**src/rtl/ffha_pkg.sv**
```systemverilog
// Shared constants and codes for the first-fit heap allocator.
package ffha_pkg;
   localparam int DEFAULT_HEAP_BYTES = 4096;
   localparam int POS_W  = 34;
   localparam int SIZE_W = 32;
   localparam logic [2:0] HDR_LEN   = 3'd5;
   localparam logic [2:0] FIT_SLACK = 3'd6;
   localparam logic [7:0] FILL_BYTE = 8'h09;
   localparam logic CMD_ALLOC = 1'b0;
   localparam logic CMD_FREE  = 1'b1;
   localparam logic [2:0] ST_OK         = 3'd0;
   localparam logic [2:0] ST_ZERO_SIZE  = 3'd1;
   localparam logic [2:0] ST_FULL       = 3'd2;
   localparam logic [2:0] ST_NOT_INIT   = 3'd3;
   localparam logic [2:0] ST_BAD_ADDR   = 3'd4;
   localparam logic [2:0] ST_DOUBLE     = 3'd5;
   localparam logic [2:0] ST_BAD_HEADER = 3'd6;
   localparam logic [7:0] HDR_FREE = 8'd0;
   localparam logic [7:0] HDR_USED = 8'd1;
endpackage

```
**src/rtl/ffha_step_unit.sv**
```systemverilog
// Shared position adder: next header position from a base and a payload size.
module ffha_step_unit import ffha_pkg::*; (
   input  logic [POS_W-1:0]  base,
   input  logic [SIZE_W-1:0] size,
   output logic [POS_W-1:0]  next_pos
);
   assign next_pos = base + POS_W'(HDR_LEN) + POS_W'(size);
endmodule

```
**config.mk**
```make
export PLATFORM = sky130hd
export DESIGN_NAME = ffha_step_unit
export DESIGN_NICKNAME = d
export VERILOG_FILES = /design/src/rtl/ffha_pkg.sv /design/src/rtl/ffha_step_unit.sv
export SDC_FILE = /design/constraint.sdc
export NUM_CORES = 1
export LEC_CHECK = 0
export BUFFER_PORTS_ARGS = -buffer_cell sky130_fd_sc_hd__buf_2
export CORE_ASPECT_RATIO = 1.4
export CORE_MARGIN = 2
export CORE_UTILIZATION = 30
export DETAILED_ROUTE_END_ITERATION = 10
export SYNTH_ARGS = -nofsm -noshare
export SYNTH_HDL_FRONTEND = slang
export SYNTH_SLANG_ARGS = --single-unit
```
**constraint.sdc**
```tcl
create_clock -name vclk -period 4.06
set_input_delay 0.609 -clock vclk [all_inputs]
set_output_delay 0.609 -clock vclk [all_outputs]
set_load 0.005 [all_outputs]
```
==> flow_summary.yaml <==
floorplanning:
  rows: 36
  ios: 100
  die_y_um: 103
  start_util_pct: 30.4
  fp.dieArea_sq_um: 7690
  core-area_sq_um: 6890
  dieWidth_um: 74.7
final_layout:
  regArea_sq_um: 0
  nFillCells: 773
  drive_gt1_share_pct: 29.6
  multi_input_area_sq_um: 2000
  final_nets: 504
  seq_cell_count: 0
  final_core_util_pct: 39.1
  diodes: 0
  area_delta_synth_final_pct: 28.3
  final_cell_area_sq_um: 2690
  clock_buffers: 0
timing:
  worst_pin_slew_ps: 563
  finalMaxSlewViolations: 0
  fmax_mhz: 266
  min_period_ps: 3760
  period_share_pct: 92.6
  setup_viol: 0
  slew_headroom_pct: 61.5
  hold_ws_ps: 1470
  hold_viol: 0
  finalSetupTns_ps: 0
  rsz0062_at_grt: "no"
power_and_ir_drop:
  p_sw_uw: 283
  power_uw: 533
  p_int_uw: 250
  p_sw_share_pct: 53.0
  p_seq_share_pct: 0
  clock_power_share_pct: 0
  powerDensity_nw_per_um2: 198
  p_comb_share_pct: 100.0
  irDropWorstVdd_mv: 0.105
  p_leak_nw: 1.45
synth:
  netlist_top_cells_area: "ha_1 38%, a21oi_1 7.4%, xnor2_1 6.7%"
  synthAdderAreaFrac_pct: 39.1
  syn_area_sq_um: 2100
  netlist_top_cells_count: "64 x ha_1, 31 x a21oi_1, 22 x nand2_1, 17 x inv_1, 17 x o21ai_0"
  yosysSeqAreaShare_pct: 0
  synth_top_area_share_pct: 38.2
  yosys.cell_count.top_type: "ha_1"
  synth_compound_area_share_pct: 27.4
  yosysTopAreaCell: "ha_1"
  synthXorXnorAreaFrac_pct: 12.9
  synth_fp_nets: 407
  synth_mux_area_share_pct: 0
  netlist_instances: 276
  yosysUniqueCellTypes: 44
  yosys.area_share.simple_pct: 15.9
  synth_top_family_by_area: "adder cells"
  yosysWarningCount: 0
  avgSynthCellArea_sq_um: 7.60
global_route:
  grt_use_total_pct: 13.7
  grt_max_degree: 9
  grt_pass1_wl_um: 8810
  grt_pass1_vias: 2147
  gr-total-overflow: 0
  grt_antenna_before_repair: 0
drt:
  drtAntennaViolNets: 0
  top_layer_used: "met3"
  route.layer.met1.wl_um: 2190
  drt-pass1-iter-count: 4
  dr_total_vias: 2308
  drtIter0Drc: 67
  drcViolationCount: 0
  routed_wl_um: 5460
  wl_per_cell_um: 11.7
  via_per_inst: 4.95
  route.met2.wl_um: 2940
  wl_met3_um: 335
critical_path:
  cp_slowest_cell: "fa_1"
  path_buf_inv: 2
  endpoint_kind: "output pin"
  path_class: "in -> out"
  cp-startpoint: "base[1]"
  critical_path.top_delay_family: "compound AO/OA/AOI/OAI gates"
  slowest_delay_ps: 400
  critPathCapture: "next_pos[33]"
  path_depth: 12
  critPathRequiredTime_ps: 3450
  startpoint_type: "input port"
  crit_chain: "buf_2, ha_1, ha_1, fa_1, a21oi_1, o211ai_1, a31oi_1, nand2_1, a21oi_2, o21ai_0, xor2_1, buf_2"
  cp.arrival_ps: 3150
  cp_max_fo: 4
place:
  dpl_cell_area_sq_um: 2690
  dp_hpwl_um: 4960
  gp_congestion: 0.830
  port-buffer-count: 100
flow_run:
  maxCapViolCount: 0
clocking:
  ctsResizeCount: 0
  cts_setup_buffers: 0
  cts_hold_buf: 0
outcome:
  status: "completed"
worst_hold_path:
  hold_path.class: "in -> out"
-- cell usage in the layout, fill, tap and decap left out, drive strengths merged, types with 2 or more instances in the layout --
cell	count
and2	2
a21o	11
nor2	16
o21a	2
nor4	2
nand2b	3
o211ai	2
nand4	8
xor2	15
a21oi	33
buf	101
nand3	6
nor3	2
o21bai	3
ha	64
a31oi	7
nand2	22
a21boi	2
xnor2	16
o21ai	18
inv	17
o31ai	2
a211oi	2
-- cell families (layout without fill, tap and decap cells) --
group                      Yosys count  after routing
AOI/OAI and AO/OA                   90             90
and+or+nand+nor                     67             67
adders and majority gates           65             65
xor gates and xnor gates            31             31
buffers and inverters               23            118
-- tightest hold or removal path, cell delays in order --
cell and delay (ps):
buf_2 80, xor2_1 50, buf_2 120
-- stage by stage --
stage / cells / setup slack, ps
2_1_floorplan: 276 / 766
3_3_place_gp: 466 / 269
3_5_place_dp: 466 / 248
4_1_cts: 466 / 251
5_1_grt: 466 / 80.7
6_report: 466 / 302
-- how the worst min path moves through the flow --
stage | start | end | cells after the start
4_1_cts | base[33] | next_pos[33] | 3
2_1_floorplan | base[33] | next_pos[33] | 1
3_3_place_gp | base[33] | next_pos[33] | 3
3_5_place_dp | base[33] | next_pos[33] | 3
5_1_grt | base[33] | next_pos[33] | 3
6_report | base[33] | next_pos[33] | 3
-- metal layers --
metal	vias up	track usage, %
met5	-	0
met4	0	0
met3	0	1.27
met2	60	28.5
met1	1024	15.4
li1	1224	-
-- power by group through the flow --
stage | clock network, mW | registers [mW] | logic (mW)
global placement | 0 | 0 | 0.538
finish | 0 | 0 | 0.533
floorplan | 0 | 0 | 0.345
CTS | 0 | 0 | 0.542
detailed placement | 0 | 0 | 0.539
global route | 0 | 0 | 0.606
-- area by class of cell --
class,count,share of cell area [%]
tap,95,4.41
multi-input combinational,253,74.3
inverter,17,2.37
timing repair buffer,101,18.9
(Power assumes the default switching activity.)
